<file path="src/hdl/lzmt_ram.sv">
// ----------------------------------------------------------------------------
// lzmt_ram
// Simple dual port RAM with one write port and one registered read port.
// ----------------------------------------------------------------------------
module lzmt_ram #(
  parameter int AW = 8,
  parameter int DW = 8
) (
  input  logic          clk,
  input  logic          we,
  input  logic [AW-1:0] waddr,
  input  logic [DW-1:0] wdata,
  input  logic [AW-1:0] raddr,
  output logic [DW-1:0] rdata
);
  logic [DW-1:0] mem [(1 << AW)];

  always_ff @(posedge clk) begin
    if (we) begin
      mem[waddr] <= wdata;
    end
    rdata <= mem[raddr];
  end
endmodule
</file>
<file path="config.mk">
export PLATFORM = sky130hd
export DESIGN_NAME = lzmt_ram
export DESIGN_NICKNAME = d
export VERILOG_FILES = /design/src/hdl/lzmt_ram.sv
export SDC_FILE = /design/constraint.sdc
export NUM_CORES = 2
export LEC_CHECK = 0
export BUFFER_PORTS_ARGS = -buffer_cell sky130_fd_sc_hd__buf_2
export CORE_MARGIN = 2
export CORE_UTILIZATION = 55
export DETAILED_ROUTE_END_ITERATION = 12
export GPL_TIMING_DRIVEN = 1
export PLACE_DENSITY = 0.72
export SLEW_MARGIN = 20
export SYNTH_ARGS = -nofsm -noshare
export SYNTH_HDL_FRONTEND = slang
export SYNTH_SLANG_ARGS = --single-unit
</file>
<file path="constraint.sdc">
create_clock -name clk -period 4.13 [get_ports clk]
set_input_delay 0.826 -clock clk [delete_from_list [all_inputs] [get_ports clk]]
set_output_delay 0.826 -clock clk [all_outputs]
set_load 0.005 [all_outputs]
</file>
==> Yosys cells after proc, flatten, opt, wreduce, memory -nomap -nowiden <==
Memory sizes are Yosys's and may differ from the RTL's. A register that Yosys moved wholly into a read port is not among the register bits.
Index checks and enable logic that the tools add are counted.
{ "word_totals": {"reg_bits": 0, "ram_bits": 2048, "input_bits": 26, "output_inout_bits": 8, "memories": 1} }
{ "memory_table": {"columns": ["memory", "depth", "word_bits", "rd", "rd_clocked_by_memory_dff", "wr", "line_no", "source"], "rows": [
  ["mem", 256, 8, 1, 1, 1, "16", "logic [DW-1:0] mem [(1 << AW)];"]
]} }
{ "op_classes": {"mux": 2} }
{ "ops": {"columns": ["cell", "count"], "rows": [
  ["$mux 1", 2]
]} }

==> Longest topological paths before layout <==
{ "logic_depth": {"depth_word": 2, "depth_mapped": 11, "ltp_nobuf": 6} }

==> Worst setup path before layout <==
No wires, ideal clock.
{ "synth_timing": {"path_type": "input to register", "startpoint": "input raddr[0]", "endpoint": "register rdata[2], read port of mem", "setup_ns": 0.131, "arrival_ns": 2.633, "path_slack_ns": 1.366, "stages": 9, "path_buffers": 4, "path_cell_list": "buf_6 -> buf_12 -> buf_8 -> buf_2 -> mux4_2 -> a22oi_1 -> a21oi_1 -> nor4_1 -> nor4_2"} }
{ "synth_lines": {"columns": ["element", "line_no", "source"], "rows": [
  ["start: declaration", "13", "input logic [AW-1:0] raddr,"],
  ["end: declaration", "14", "output logic [DW-1:0] rdata"]
]} }

==> flow_metrics.py <==
metrics = {
    "cts": {
        "hold_buffers": 0,
        "tritoncts": "yes",
        "numCtsBuffers": 197,
        "htreeDepth": 4,
        "cts.clk_slew.worst_paths_ns": 0.06,
        "postCtsSetupRepairBufs": 0,
        "root_buffer": "clkbuf_16",
        "cts_sinks": 2056,
        "cts_buffer_depth": 3,
        "clkLatencyLatePin_ns": 0.83,
        "ctsResizeCount": 0,
    },
    "floorplan": {
        "die_w_um": 384,
        "core_area_sq_um": 144000,
        "ios": 34,
        "start_util": 0.554,
        "die_h_um": 384,
        "rows": 139,
        "dieArea_sq_um": 148000,
    },
    "routing": {
        "via_per_inst": 6.64,
        "drt_iter0_drc": 5858,
        "dr.pass1.iters": 12,
        "avgRoutedWirePerCell_um": 32.0,
        "num_vias": 40300,
        "post-route-drc-count": 2,
        "antenna_left": 0,
        "wl_mm": 194,
    },
    "global_routing": {
        "antenna_found_initial": 9,
        "grt_first_pass_wirelength_mm": 281,
        "grt_overflow_total": 0,
        "grt_max_degree": 144,
        "gr-usage-all-layers": 0.266,
        "grt_pass1_vias": 39500,
    },
    "place": {
        "place_area_sq_um": 83200,
        "dpl.hpwl_mm": 120,
        "finalWeightedCongestion": 0.883,
        "port_buffers": 33,
        "pre_cts_ws_ns": 0.117,
    },
    "cells_and_area": {
        "nets": 4023,
        "fillerInstances": 9590,
        "finish.instance_area_sq_um": 89600,
        "drive_gt1_frac": 0.252,
        "syn_to_final_growth_pct": 12.6,
        "fin_util": 0.624,
    },
    "critical_path": {
        "cp.required_ns": 4.80,
        "cp.arrival_ns": 3.91,
        "crit_top_cell": "buf_4",
        "path_depth": 9,
        "crit_path_start_kind": "input port",
        "max_stage_delay_ns": 1.00,
        "end_kind": "flop",
        "cp_slowest_cell": "nor4_1",
        "path_class": "input port to flop",
        "crit_fanout": 21,
        "cpLargestDelayFamily": "simple AND/OR/NAND/NOR gates",
        "crit_chain": "buf_8, buf_12, buf_4, buf_4, mux4_2, o22ai_1, nor3_1, nor4_1, nor4_2",
        "r2r_cells": 6,
        "path_buf_inv": 4,
    },
    "logic_synthesis": {
        "ys_async_sr_fraction": 0,
        "synthCells": 3733,
        "synth_area_leaders": "edfxtp_1 77%, mux4_2 13%, mux2i_1 1.7%",
        "synth_edf_count": 2048,
        "syn_area_sq_um": 79600,
        "syn_avg_cell_area_sq_um": 21.3,
        "synth-seq-area-share": 0.775,
        "synth_top_area_frac": 0.773,
        "synth.distinct_cells": 55,
        "synth_area_leader_cell": "edfxtp_1",
        "ys_ff_latch": 2056,
        "yosys_warnings": 0,
        "syn-num-nets": 3759,
        "synthFlopType": "edfxtp_1",
    },
    "power_and_ir_drop": {
        "p_leak_nw": 28.0,
        "p_per_area_nw_per_um2": 480,
        "ir_worst_vdd_uv": 418,
    },
    "run_status": {
        "violations": "design-rule violations",
        "status": "finished with violations",
    },
    "sta": {
        "tns_ns": 0,
        "period_minus_slack_ns": 3.25,
        "finalSetupViolations": 0,
        "finalCritPeriodShare": 0.786,
        "hold_slack_ns": 0.494,
        "fin_ws_ns": 0.883,
        "fmax_mhz": 308,
        "finalClockSkew_ns": 0.0334,
        "max-slew-margin-rel": 0.225,
        "drv_slew": 0,
        "worst_pin_slew_ns": 1.15,
        "rsz0062_at_grt": "false",
        "hold_violations": 0,
    },
    "min_path": {
        "min_path_type": "input port to flop",
        "min_path_cells": 1,
    },
    "run": {
        "maxCapViolCount": 0,
    },
}
kinds of logic (layout without fill, tap and decap cells):
kind of cell | Yosys count | in the layout | share of synthesized area
other cells | 0 | 5 | 0
flops | 2056 | 2056 | 0.775
buf+inv | 235 | 662 | 0.0183
simple gates | 466 | 466 | 0.0263
compound gates | 385 | 385 | 0.0342
mux | 591 | 591 | 0.146
through the flow:
step           power, W  cells
2_1_floorplan    0.0246   3733
3_3_place_gp     0.0256   5701
3_5_place_dp     0.0256   5701
4_1_cts          0.0431   6063
5_1_grt          0.0440   6064
6_report         0.0430   6068
cell usage in the layout, fill, tap and decap left out, types with 36 or more instances in the layout:
cell	Yosys	routed
buf_12	8	36
clkinv_2	0	36
mux2i_1	134	134
clkbuf_1	111	51
nor2_1	282	279
a22oi_1	133	133
a21oi_1	96	96
buf_4	27	230
o221ai_1	46	46
mux4_2	454	454
clkbuf_16	0	199
edfxtp_1	2048	2048
Yosys cell counts (all sizes together), types with 14 or more instances:
cell    count
o22ai      28
nand2      33
buf       122
a22oi     133
a21oi      96
nor4       27
edfxtp   2048
a221oi     14
nand3      34
nor3       22
a211oi     16
nor2      282
o221ai     47
nor2b      31
mux2i     134
mux4      456
clkbuf    111
registers in the layout, indices dropped and copies added (netlist names):
register	cells
mem	2048
rdata	8
metal layers:
| layer | part of all wire | wire length [um] | track usage |
|---|---|---|---|
| met3 | 0.11 | 21600 | 0.0562 |
| met4 | 0.034 | 6670 | 0.0930 |
| met5 | 0.00036 | 70 | 0 |
| met1 | 0.38 | 73300 | 0.382 |
| met2 | 0.48 | 92300 | 0.410 |
worst paths after layout:
kind	from	end	slack, ns
worst min-delay path	wdata[4]	mem[71][4]	0.49
worst max register to register	mem[83][4]	rdata[4]	1.44
worst min register to register	mem[20][6]	rdata[6]	1.08
worst max-delay path	raddr[0]	rdata[2]	0.88
cell type report:
class / count / area, sq um / area share
flip-flops and latches: 2056 / 61700 / 0.688
diodes: 5 / 12.5 / 0.000140
clock buffers: 252 / 5200 / 0.0580
inverters: 2 / 7.51 / 0.0000838
repair buffers: 298 / 2700 / 0.0302
multi-input cells: 1442 / 16500 / 0.184
well taps: 1903 / 2380 / 0.0266
clock inverters: 110 / 1140 / 0.0127
report_power, final:
| group | total, W | switching (W) | internal, W |
|---|---|---|---|
| Clock | 0.0177 | 0.00770 | 0.0101 |
| Combinational | 0.00215 | 0.00138 | 0.000774 |
| Sequential | 0.0231 | 0.0000537 | 0.0230 |
Power figures use the tool's default switching activity.
